===== src/rtl/opfd_pkg.sv =====
// Shared types and constants for the pulse frame decoder.
package opfd_pkg;

    localparam int unsigned LEN_W     = 16;
    localparam int unsigned IDX_W     = 6;
    localparam int unsigned BITS_W    = 20;
    localparam int unsigned ADDR_W    = 12;
    localparam int unsigned BUTTON_W  = 2;
    localparam int unsigned CMD_W     = 3;
    localparam int unsigned CFG_IDX_W = 2;

    localparam logic [IDX_W-1:0] PULSE_COUNT    = 6'd42;
    localparam logic [IDX_W-1:0] IDX_MAX        = 6'd63;
    localparam logic [IDX_W-1:0] POS_START      = 6'd1;
    localparam logic [IDX_W-1:0] POS_LAST_PAIR  = 6'd41;
    localparam logic [4:0]       PARITY_LO_BIT  = 5'd12;
    localparam int unsigned      FIXED_BIT      = 2;

    localparam logic [LEN_W-1:0] SHORT_MIN_RST  = 16'd450;
    localparam logic [LEN_W-1:0] MID_SPLIT_RST  = 16'd900;
    localparam logic [LEN_W-1:0] LONG_MAX_RST   = 16'd1400;

    localparam logic [CFG_IDX_W-1:0] CFG_SHORT_MIN = 2'd0;
    localparam logic [CFG_IDX_W-1:0] CFG_MID_SPLIT = 2'd1;
    localparam logic [CFG_IDX_W-1:0] CFG_LONG_MAX  = 2'd2;

    localparam logic [CMD_W-1:0] CMD_BRIGHT_ADD = 3'd2;
    localparam logic [CMD_W-1:0] CMD_GROUP_ADD  = 3'd4;

    typedef enum logic [3:0] {
        ST_OK         = 4'd0,
        ST_LENGTH     = 4'd1,
        ST_START_LONG = 4'd2,
        ST_TOO_LONG   = 4'd3,
        ST_PAIR_LONG  = 4'd4,
        ST_TOO_SHORT  = 4'd5,
        ST_PAIR_SHORT = 4'd6,
        ST_PARITY     = 4'd7,
        ST_FIXED      = 4'd8
    } t_status;

    typedef struct packed {
        logic [LEN_W-1:0] short_min;
        logic [LEN_W-1:0] mid_split;
        logic [LEN_W-1:0] long_max;
    } t_cfg;

    typedef struct packed {
        logic [IDX_W-1:0]  pulse_index;
        logic [LEN_W-1:0]  held_pulse;
        logic [BITS_W-1:0] shift_bits;
        logic              parity_acc;
        t_status           first_error;
    } t_capture;

    typedef struct packed {
        t_status             status;
        logic [ADDR_W-1:0]   address;
        logic [BUTTON_W-1:0] button;
        logic [CMD_W-1:0]    command;
        logic [BITS_W-1:0]   frame_bits;
    } t_result;

endpackage


===== src/rtl/opfd_step.sv =====
// Per-pulse capture update and frame result decode.
module opfd_step (
    input  opfd_pkg::t_cfg                i_cfg,
    input  opfd_pkg::t_capture            i_cap,
    input  logic [opfd_pkg::LEN_W-1:0]    i_pulse_len,
    input  logic                          i_first_pulse,
    input  logic                          i_last_pulse,
    output opfd_pkg::t_capture            o_cap,
    output opfd_pkg::t_result             o_result
);

    opfd_pkg::t_capture          base;
    opfd_pkg::t_capture          upd;
    opfd_pkg::t_status           cand;
    opfd_pkg::t_status           status;
    logic [opfd_pkg::IDX_W-1:0]  pos;
    logic [4:0]                  bitnum;
    logic                        is_long;
    logic                        held_long;
    logic [5:0]                  low6;
    logic [opfd_pkg::CMD_W-1:0]  cmd;

    always_comb begin
        base = i_first_pulse ? '0 : i_cap;
        pos  = (base.pulse_index == opfd_pkg::IDX_MAX) ? opfd_pkg::IDX_MAX
                                                       : base.pulse_index + 6'd1;
        bitnum    = pos[5:1] - 5'd1;
        is_long   = i_pulse_len > i_cfg.mid_split;
        held_long = base.held_pulse > i_cfg.mid_split;
        upd  = base;
        upd.pulse_index = pos;
        cand = opfd_pkg::ST_OK;

        priority if (pos == opfd_pkg::POS_START) begin
            if (is_long) begin
                cand = opfd_pkg::ST_START_LONG;
            end
        end else if (pos <= opfd_pkg::POS_LAST_PAIR && !pos[0]) begin
            upd.held_pulse = i_pulse_len;
            upd.shift_bits = {base.shift_bits[opfd_pkg::BITS_W-2:0], is_long};
            if (is_long) begin
                if (i_pulse_len > i_cfg.long_max) begin
                    cand = opfd_pkg::ST_TOO_LONG;
                end
                if (bitnum >= opfd_pkg::PARITY_LO_BIT) begin
                    upd.parity_acc = ~base.parity_acc;
                end
            end else if (i_pulse_len < i_cfg.short_min) begin
                cand = opfd_pkg::ST_TOO_SHORT;
            end
        end else if (pos <= opfd_pkg::POS_LAST_PAIR) begin
            if (held_long) begin
                if (is_long) begin
                    cand = opfd_pkg::ST_PAIR_LONG;
                end
            end else if (i_pulse_len < i_cfg.mid_split) begin
                cand = opfd_pkg::ST_PAIR_SHORT;
            end
        end else begin
            cand = opfd_pkg::ST_OK;
        end

        if (base.first_error == opfd_pkg::ST_OK) begin
            upd.first_error = cand;
        end

        priority if (upd.pulse_index != opfd_pkg::PULSE_COUNT) begin
            status = opfd_pkg::ST_LENGTH;
        end else if (upd.first_error != opfd_pkg::ST_OK) begin
            status = upd.first_error;
        end else if (upd.parity_acc) begin
            status = opfd_pkg::ST_PARITY;
        end else if (upd.shift_bits[opfd_pkg::FIXED_BIT]) begin
            status = opfd_pkg::ST_FIXED;
        end else begin
            status = opfd_pkg::ST_OK;
        end

        low6 = upd.shift_bits[5:0];
        priority if (low6[3]) begin
            cmd = {2'b00, low6[4]} + opfd_pkg::CMD_BRIGHT_ADD;
        end else if (low6[5]) begin
            cmd = {2'b00, low6[4]} + opfd_pkg::CMD_GROUP_ADD;
        end else begin
            cmd = {2'b00, low6[4]};
        end

        o_result = '0;
        o_result.status = status;
        if (status == opfd_pkg::ST_OK) begin
            o_result.frame_bits = upd.shift_bits;
            o_result.address    = upd.shift_bits[19:8];
            o_result.button     = {upd.shift_bits[6], upd.shift_bits[7]};
            o_result.command    = cmd;
        end

        o_cap = i_last_pulse ? '0 : upd;
    end

endmodule


===== src/rtl/ook_pulse_frame_decoder.sv =====
// Top level of the pulse frame decoder: input register, capture state, result register.
// The last pulse of a frame waits in the input register; its result is then registered in the result register.
// Throughput: one pulse per cycle; the input stage holds only while a finished result
// sits stalled in the result register and the input stage holds a last pulse.
// Reset: clears both stage valids and the capture state, and loads the threshold
// registers with 450, 900 and 1400.
module ook_pulse_frame_decoder (
    input  logic                             i_clk,
    input  logic                             i_rst_n,
    input  logic                             i_cfg_we,
    input  logic [opfd_pkg::CFG_IDX_W-1:0]   i_cfg_index,
    input  logic [opfd_pkg::LEN_W-1:0]       i_cfg_data,
    input  logic                             i_in_valid,
    output logic                             o_in_stall,
    input  logic [opfd_pkg::LEN_W-1:0]       i_pulse_len,
    input  logic                             i_first_pulse,
    input  logic                             i_last_pulse,
    output logic                             o_out_valid,
    input  logic                             i_out_stall,
    output logic [3:0]                       o_status,
    output logic [opfd_pkg::ADDR_W-1:0]      o_address,
    output logic [opfd_pkg::BUTTON_W-1:0]    o_button,
    output logic [opfd_pkg::CMD_W-1:0]       o_command,
    output logic [opfd_pkg::BITS_W-1:0]      o_frame_bits
);

    opfd_pkg::t_cfg              r_cfg;
    opfd_pkg::t_capture          r_cap;
    opfd_pkg::t_capture          n_cap;
    opfd_pkg::t_result           n_result;
    opfd_pkg::t_result           r_result;
    logic                        r_s1_valid;
    logic [opfd_pkg::LEN_W-1:0]  r_s1_len;
    logic                        r_s1_first;
    logic                        r_s1_last;
    logic                        r_out_valid;
    logic                        out_free;
    logic                        s1_adv;
    logic                        s1_fire;
    logic                        in_fire;

    assign out_free   = !r_out_valid || !i_out_stall;
    assign s1_adv     = !r_s1_last || out_free;
    assign s1_fire    = r_s1_valid && s1_adv;
    assign o_in_stall = r_s1_valid && !s1_adv;
    assign in_fire    = i_in_valid && !o_in_stall;

    opfd_step u_step (
        .i_cfg         (r_cfg),
        .i_cap         (r_cap),
        .i_pulse_len   (r_s1_len),
        .i_first_pulse (r_s1_first),
        .i_last_pulse  (r_s1_last),
        .o_cap         (n_cap),
        .o_result      (n_result)
    );

    always_ff @(posedge i_clk) begin
        if (!i_rst_n) begin
            r_cfg.short_min <= opfd_pkg::SHORT_MIN_RST;
            r_cfg.mid_split <= opfd_pkg::MID_SPLIT_RST;
            r_cfg.long_max  <= opfd_pkg::LONG_MAX_RST;
        end else if (i_cfg_we) begin
            unique case (i_cfg_index)
                opfd_pkg::CFG_SHORT_MIN: r_cfg.short_min <= i_cfg_data;
                opfd_pkg::CFG_MID_SPLIT: r_cfg.mid_split <= i_cfg_data;
                opfd_pkg::CFG_LONG_MAX:  r_cfg.long_max  <= i_cfg_data;
                default: ;
            endcase
        end
    end

    always_ff @(posedge i_clk) begin
        if (!i_rst_n) begin
            r_s1_valid  <= 1'b0;
            r_out_valid <= 1'b0;
            r_cap       <= '0;
        end else begin
            if (in_fire) begin
                r_s1_valid <= 1'b1;
            end else if (s1_fire) begin
                r_s1_valid <= 1'b0;
            end
            if (s1_fire) begin
                r_cap <= n_cap;
            end
            if (s1_fire && r_s1_last) begin
                r_out_valid <= 1'b1;
            end else if (!i_out_stall) begin
                r_out_valid <= 1'b0;
            end
        end
    end

    always_ff @(posedge i_clk) begin
        if (in_fire) begin
            r_s1_len   <= i_pulse_len;
            r_s1_first <= i_first_pulse;
            r_s1_last  <= i_last_pulse;
        end
        if (s1_fire && r_s1_last) begin
            r_result <= n_result;
        end
    end

    assign o_out_valid  = r_out_valid;
    assign o_status     = r_result.status;
    assign o_address    = r_result.address;
    assign o_button     = r_result.button;
    assign o_command    = r_result.command;
    assign o_frame_bits = r_result.frame_bits;

endmodule


===== config.mk =====
export PLATFORM = sky130hd
export DESIGN_NAME = ook_pulse_frame_decoder
export DESIGN_NICKNAME = d
export VERILOG_FILES = /design/src/rtl/opfd_pkg.sv /design/src/rtl/opfd_step.sv /design/src/rtl/ook_pulse_frame_decoder.sv
export SDC_FILE = /design/constraint.sdc
export NUM_CORES = 1
export LEC_CHECK = 0
export ABC_AREA = 1
export BUFFER_PORTS_ARGS = -buffer_cell sky130_fd_sc_hd__buf_4
export CAP_MARGIN = 5
export CORE_MARGIN = 3
export CORE_UTILIZATION = 25
export CTS_BUF_LIST = sky130_fd_sc_hd__clkbuf_8 sky130_fd_sc_hd__clkbuf_16
export DETAILED_ROUTE_END_ITERATION = 8
export GPL_TIMING_DRIVEN = 0
export PLACE_DENSITY = 0.42
export SETUP_SLACK_MARGIN = 0.15
export SLEW_MARGIN = 20
export SYNTH_ARGS = -nofsm -noshare
export SYNTH_HDL_FRONTEND = slang
export SYNTH_SLANG_ARGS = --single-unit

===== constraint.sdc =====
create_clock -name i_clk -period 3.3 [get_ports i_clk]
set_input_delay 0.33 -clock i_clk [delete_from_list [all_inputs] [get_ports i_clk]]
set_output_delay 0.33 -clock i_clk [all_outputs]
set_load 0.05 [all_outputs]

### Word-level counts from Yosys, hierarchy flattened

Index checks and enable logic that the tools add are counted.

* bits in registers: 156
* latch bits: 0
* memory bits (writable): 0
* ROM bits: 0
* input bits: 41
* memories kept: 0

* $add $sub $neg: 4
* $mul: 0
* div/mod/pow operators: 0
* magnitude comparators: 7
* equal/unequal tests: 6
* shifts and indexed selects: 0
* multiplexer cells: 28
* bitwise operators: 1
* reduce and logical (&&, ||, !) cells: 21

Operators by type and width (count)
* 47-bit two-way mux: 2
* 37-bit two-way mux: 2
* 16-bit > comparator: 3
* 4-bit two-way mux: 10
* 16-bit < comparator: 2
* 3-bit two-way mux: 5
* 4-bit logical NOT: 2
* 6-bit by 1-bit adder with 6-bit output, second input constant: 1
* 6-bit by 1-bit equality test with 1-bit output, second input constant: 1
* 6-bit equality test, second input constant: 1
* 6-bit less-or-equal comparator, second input constant: 1
* 1-bit logical NOT: 6
* 1-bit two-way mux: 6
* 6-bit two-way mux: 1
* 6-bit != test, second input constant: 1
* 2-bit AND reduction: 3
* 5-bit by 4-bit >= comparator with 1-bit output, second input constant: 1
* 1-bit logical AND: 5
* 5-bit by 1-bit subtractor with 5-bit output, second input constant: 1
* 2-bit two-way mux: 2
* 4-bit nonzero test: 1
* 1-bit by 2-bit adder with 3-bit output, second input constant: 1
* 1-bit by 3-bit adder with 3-bit output, second input constant: 1
* 2-bit by 1-bit equality test with 1-bit output, second input constant: 1
* other kinds (6): 7

### Logic depth before layout (Yosys ltp)

* word-level depth: 14
* depth in mapped cells: 26
* mapped depth without buffers: 25

### Cells and area by module

From an unflattened synthesis, not the netlist that was laid out.

* cell total of the unflattened synthesis: 1286
* area, all modules: 9420.3 um^2

Modules (own cells, without submodules)
* ook_pulse_frame_decoder: instances 1, cells each 653, area an instance 5879.4 um^2, sequential area each 3713.6 um^2
* opfd_step: instances 1, cells each 633, area an instance 3540.9 um^2, sequential area each 0.0 um^2

### Worst setup path after synthesis

OpenSTA, ideal clock, no wires.

* kind: register -> register
* start: reg r_s1_first
* end: reg r_result (netlist bit o_address[10]) (data pin)
* setup time: 0.255 ns
* data arrival time: 2.872 ns
* required time: 3.045 ns
* setup slack: 0.173 ns
* cell stages (with the launch flop): 26
* clock period less this slack: 3.127 ns
* cells stage by stage: edfxtp_1 -> buf_6 -> clkbuf_1 -> buf_1 -> nor2_1 -> ha_1 -> nand2_1 -> nor2_1 -> nand2_1 -> nor2_1 -> nand2_1 -> nand3_1 -> nand2_1 -> nand2_1 -> a21oi_1 -> nand2_1 -> nand3_2 -> nand2_2 -> nand2_1 -> nand2_1 -> nand3_1 -> nand2_1 -> nor2_4 -> inv_4 -> buf_6 -> nor2_4

* longest elaborated chain between the ends: 13
* elaborated cells between the ends (all ways): 29
* those cells by class: add/sub (2); order compare (3); eq/ne (3); mux (15); bitwise (1); reduce/logical (5)

Ends and longest elaborated chain
* start: declaration: RTL line ook_pulse_frame_decoder.sv:34 `logic r_s1_first;`
* start signal: assignment: RTL line ook_pulse_frame_decoder.sv:98 `r_s1_first <= i_first_pulse;`
* 47-bit two-way mux *: RTL line opfd_step.sv:24 `base = i_first_pulse ? '0 : i_cap;`
* 6-bit by 1-bit adder with 6-bit output / 6-bit equality test (equally long branches): RTL line opfd_step.sv:26, opfd_step.sv:25
* 6-bit two-way mux: RTL line opfd_step.sv:25 `pos = (base.pulse_index == opfd_pkg::IDX_MAX) ? opfd_pkg::IDX_MAX`
* 5-bit by 1-bit subtractor with 5-bit output: RTL line opfd_step.sv:27 `bitnum = pos[5:1] - 5'd1;`
* 5-bit by 4-bit >= comparator with 1-bit output: RTL line opfd_step.sv:45 `if (bitnum >= opfd_pkg::PARITY_LO_BIT) begin`
* 1-bit two-way mux: RTL line opfd_step.sv:45
* 1-bit two-way mux: RTL line opfd_step.sv:41 `if (is_long) begin`
* 37-bit two-way mux: RTL line opfd_step.sv:38 `end else if (pos <= opfd_pkg::POS_LAST_PAIR && !pos[0]) begin`
* 37-bit two-way mux: RTL line opfd_step.sv:34 `priority if (pos == opfd_pkg::POS_START) begin`
* 4-bit two-way mux: RTL line opfd_step.sv:71 `end else if (upd.parity_acc) begin`
* 4-bit two-way mux: RTL line opfd_step.sv:69 `end else if (upd.first_error != opfd_pkg::ST_OK) begin`
* 4-bit two-way mux: RTL line opfd_step.sv:67 `priority if (upd.pulse_index != opfd_pkg::PULSE_COUNT) begin`
* 4-bit logical NOT: RTL line opfd_step.sv:90 `if (status == opfd_pkg::ST_OK) begin`
* end signal: assignment: RTL line ook_pulse_frame_decoder.sv:102 `r_result <= n_result;`
* end: declaration: RTL line ook_pulse_frame_decoder.sv:31 `opfd_pkg::t_result r_result;`

Every way passes the cells marked *; elsewhere a longest branch is shown, timed or not.
A chain may end at the register's enable or synchronous reset.

### Worst setup path after layout

* start: reg r_s1_first
* end: reg r_result (netlist bit o_address[5]) (data pin)

Same word-level chain as after synthesis.

==> metrics.md <==
| Metric | Value |
|---|---|
| Outcome | `completed` |
| Aggregate global-route resource usage | `0.133` |
| Total Power | `0.00451 W` |
| Combined area of all synthesized cells | `7700 um^2` |
| Library cells used by synthesis | `37` |
| Part of the total power dissipated in the clock network | `0.468` |
| Number of buffers on the longest clock path | `2` |
| Routed wire per std cell | `14.1 um` |
| Internal power of the cells | `0.00332 W` |
| Setup repair after global routing missed its margin | `true` |
| Maximum vdd drop | `0.278 mV` |
| Stage delay of the slowest cell on the critical path | `0.38 ns` |
| Clock-pin slew of the registers on the worst-case setup and hold paths | `0.07 ns` |
| Final #Nets | `1231` |
| # hold bufs at CTS | `0` |
| Starting Density | `0.256` |
| Post-route DRC | `0` |
| Maximum frequency from static timing analysis | `0.322 GHz` |
| Final weighted congestion of routability-driven global placement | `0.809` |
| Total number of clock tree sinks | `140` |
| Yosys Warn Count | `0` |
| Min Hold Slack | `0.0715 ns` |
| Max-slew violations | `0` |
| Area enclosed by the die boundary | `32900 um^2` |
| Power density of the placed cells | `440 nW/um^2` |
| Count of cell instances traversed by the critical path | `25` |
| Fin crit share | `0.942` |
| Leak pwr | `4.37 nW` |
| Antenna violations before repair | `0` |
| Vias after detailed routing | `6719` |
| Fillcell total | `3164` |
| Count of TritonRoute iterations in the first routing pass | `4` |
| Fraction of final layout cells sized beyond drive strength 1 | `0.246` |
| Highest fanout seen on the critical path | `5` |
| Number of top-level pins | `84` |
| Setup CP Type | `register to register` |
| Clock tree from TritonCTS | `yes` |
| Area growth from synthesis to layout | `33.1%` |
| Vias per cell | `4.39` |
| Critical path buffer and inverter count | `8` |
| Estimated wirelength of the detail-placed design | `16000 um` |
| Data required time of the critical path | `3.60 ns` |
| Most frequent standard cell in the layout excluding fill and tap cells | `sky130_fd_sc_hd__nand2_1` |
| Worst-path cell with the longest stage delay | `sky130_fd_sc_hd__edfxtp_1` |
| Area of the core | `30000 um^2` |
| Number of nets with antenna violations after detailed routing | `0` |
| Share of total power in sequential cells | `0.411` |
| Number of register bits inferred by synthesis | `140` |
| Launching element type of the critical path | `register` |
| Proportion of synthesized chip area in sequential cells | `0.420` |
| Number of design-rule violations left by the first detailed-router iteration | `280` |
| Hold violation count in the final report | `0` |
| Endpoint kind of the worst setup timing path | `register` |
| CTS root buffer | `sky130_fd_sc_hd__clkbuf_16` |
| Maximum number of pins on one net before global-route repair | `26` |
| Transition time at the pin with the least slew margin | `0.937 ns` |
| Leading cell types in the layout, fill and taps excluded | `239 x sky130_fd_sc_hd__nand2_1, 123 x sky130_fd_sc_hd__buf_4, 112 x sky130_fd_sc_hd__inv_1` |
| Arrival time worst endpoint | `3.41 ns` |
| Setup TNS after final layout | `0 ns` |
| Relative slew slack | `0.375` |
| FF-to-FF path depth | `25` |
| Gate Count Post-Synth | `991` |
| Fraction of power consumed by combinational cells | `0.122` |
| Top cell family by delay on the critical path | `simple AND/OR/NAND/NOR gates` |
| Maximum Capacitance Violations | `0` |
| Synthesized Nets | `1095` |
| Final clock skew | `0.0196 ns` |
| H-tree lvl count | `4` |
| Utilization of the core after routing | `0.341` |
| Number of global-route vias before repair | `6622` |
| Remaining global-route overflow | `0` |
| Die X-Extent | `181 um` |
| Insertion delay to the later sink of the worst-skew pair | `0.43 ns` |
| Post-Route WL | `21500 um` |
| Mean instance size in the synthesized netlist | `7.77 um^2` |
| Global-route wire length before repair | `34600 um` |
| Number of stages on the worst hold path | `1` |
| Vertical extent of the die | `181 um` |
| Classification of the worst-slack hold path | `input port to register` |
| Time the final worst path needs with I/O delays and setup | `3.11 ns` |
| Sw frac | `0.264` |
| Port Buffers | `83` |
| Power dissipated by switching net loads | `0.00119 W` |
| Std cell rows | `63` |
| Number of setup violations in the final report | `0` |
| Number of buffers inserted during clock tree synthesis | `17` |
| Number of diodes | `0` |
-- power groups by stage --
stage	combinational [W]	sequential, W	clock, W
after detailed placement	0.000447	0.00189	0
final	0.000548	0.00185	0.00211
after CTS	0.000505	0.00185	0.00217
after floorplan	0.000283	0.00189	0
after global placement	0.000443	0.00189	0
after global routing	0.000620	0.00186	0.00224
-- cell families after synthesis --
group                    share of synthesized area
buffers and inverters                       0.0996
AO/OA/AOI/OAI                                0.152
flip-flops                                   0.420
AND/OR/NAND/NOR                              0.226
other                                     0.000487
adder cells (fa/ha/maj)                      0.102
-- registers in the layout (all words and copies together) (netlist names) --
| name | cells |
|---|---|
| r_cfg | 48 |
| r_cap | 47 |
| r_s1_len | 16 |
| o_address | 12 |
| o_frame_bits | 7 |
| o_status | 4 |
| o_button | 1 |
| o_command | 1 |
| o_out_valid | 1 |
| r_s1_first | 1 |
| r_s1_last | 1 |
| r_s1_valid | 1 |
-- worst paths after layout --
path / slack (ns) / endpoint / startpoint
worst max-delay path: 0.19 / o_address[5] / r_s1_first
worst max register to register: 0.19 / o_address[5] / r_s1_first
worst min-delay path: 0.07 / r_s1_len[14] / i_pulse_len[14]
worst min register to register: 0.46 / r_cfg[1] / r_cfg[1]
-- Yosys cell counts --
cell type | n | area, um^2
sky130_fd_sc_hd__nand3b_1 | 2 | 15.0
sky130_fd_sc_hd__nor2_4 | 12 | 135
sky130_fd_sc_hd__a2bb2oi_1 | 1 | 8.76
sky130_fd_sc_hd__dfxtp_1 | 97 | 1940
sky130_fd_sc_hd__edfxtp_1 | 43 | 1290
sky130_fd_sc_hd__o211ai_1 | 30 | 225
sky130_fd_sc_hd__o22ai_1 | 2 | 12.5
sky130_fd_sc_hd__nor3_1 | 5 | 25.0
sky130_fd_sc_hd__a21o_1 | 2 | 15.0
sky130_fd_sc_hd__nand4_2 | 1 | 12.5
sky130_fd_sc_hd__inv_4 | 2 | 12.5
sky130_fd_sc_hd__buf_1 | 5 | 18.8
sky130_fd_sc_hd__clkbuf_1 | 31 | 116
sky130_fd_sc_hd__nor2_2 | 1 | 6.26
sky130_fd_sc_hd__a21oi_1 | 109 | 546
sky130_fd_sc_hd__nand2_2 | 7 | 43.8
sky130_fd_sc_hd__conb_1 | 1 | 3.75
sky130_fd_sc_hd__nand3_4 | 2 | 35.0
sky130_fd_sc_hd__nand4_1 | 6 | 37.5
sky130_fd_sc_hd__buf_4 | 17 | 128
sky130_fd_sc_hd__o21a_1 | 3 | 22.5
sky130_fd_sc_hd__nand3_2 | 6 | 60.1
sky130_fd_sc_hd__buf_2 | 2 | 10.0
sky130_fd_sc_hd__a31oi_1 | 3 | 18.8
sky130_fd_sc_hd__nor2_1 | 58 | 218
sky130_fd_sc_hd__clkinv_1 | 1 | 3.75
sky130_fd_sc_hd__inv_1 | 117 | 439
sky130_fd_sc_hd__o21ai_1 | 2 | 10.0
sky130_fd_sc_hd__inv_6 | 1 | 8.76
sky130_fd_sc_hd__nand3_1 | 32 | 160
sky130_fd_sc_hd__ha_1 | 63 | 788
sky130_fd_sc_hd__o21ai_0 | 59 | 295
sky130_fd_sc_hd__buf_6 | 2 | 22.5
sky130_fd_sc_hd__o21bai_1 | 2 | 15.0
sky130_fd_sc_hd__or2_2 | 3 | 18.8
sky130_fd_sc_hd__inv_2 | 2 | 7.51
sky130_fd_sc_hd__nand2_1 | 259 | 972
-- layer usage --
layer | GRT usage | wire (um)
met5 | 0 | 0
met2 | 0.226 | 10400
met3 | 0.0276 | 743
met1 | 0.169 | 10100
met4 | 0.0405 | 264
-- what timing repair did --
| action | CTS | global route |
|---|---|---|
| setup buffers | 21 | 10 |
| setup endpoints to repair | 24 | 21 |
| endpoints found under the hold margin | 0 | 0 |
| gates cloned | 2 | 1 |
| resized for setup | 41 | 69 |
| pin swaps | 9 | 47 |
-- cell type report --
| type | count | area (um^2) | share of cell area |
|---|---|---|---|
| multi-input combinational | 671 | 4070 | 0.397 |
| sequential | 140 | 3230 | 0.315 |
| timing repair buffer | 116 | 963 | 0.0940 |
| tap | 390 | 488 | 0.0476 |
| inverter | 123 | 482 | 0.0470 |
| clock buffer | 17 | 425 | 0.0415 |
| buffer | 57 | 370 | 0.0361 |
| clock inverter | 15 | 209 | 0.0204 |
| timing repair inverter | 1 | 8.76 | 0.000854 |
-- stage by stage --
stage | area (um^2) | std cells | setup WS [ns]
after floorplan | 7700 | 991 | 0.173
after global placement | 8810 | 1464 | -0.577
after detailed placement | 8820 | 1464 | -0.581
after CTS | 9860 | 1519 | 0.156
after global routing | 10300 | 1530 | 0.0203
final | 10300 | 1530 | 0.192
(Power assumes the default switching activity.)
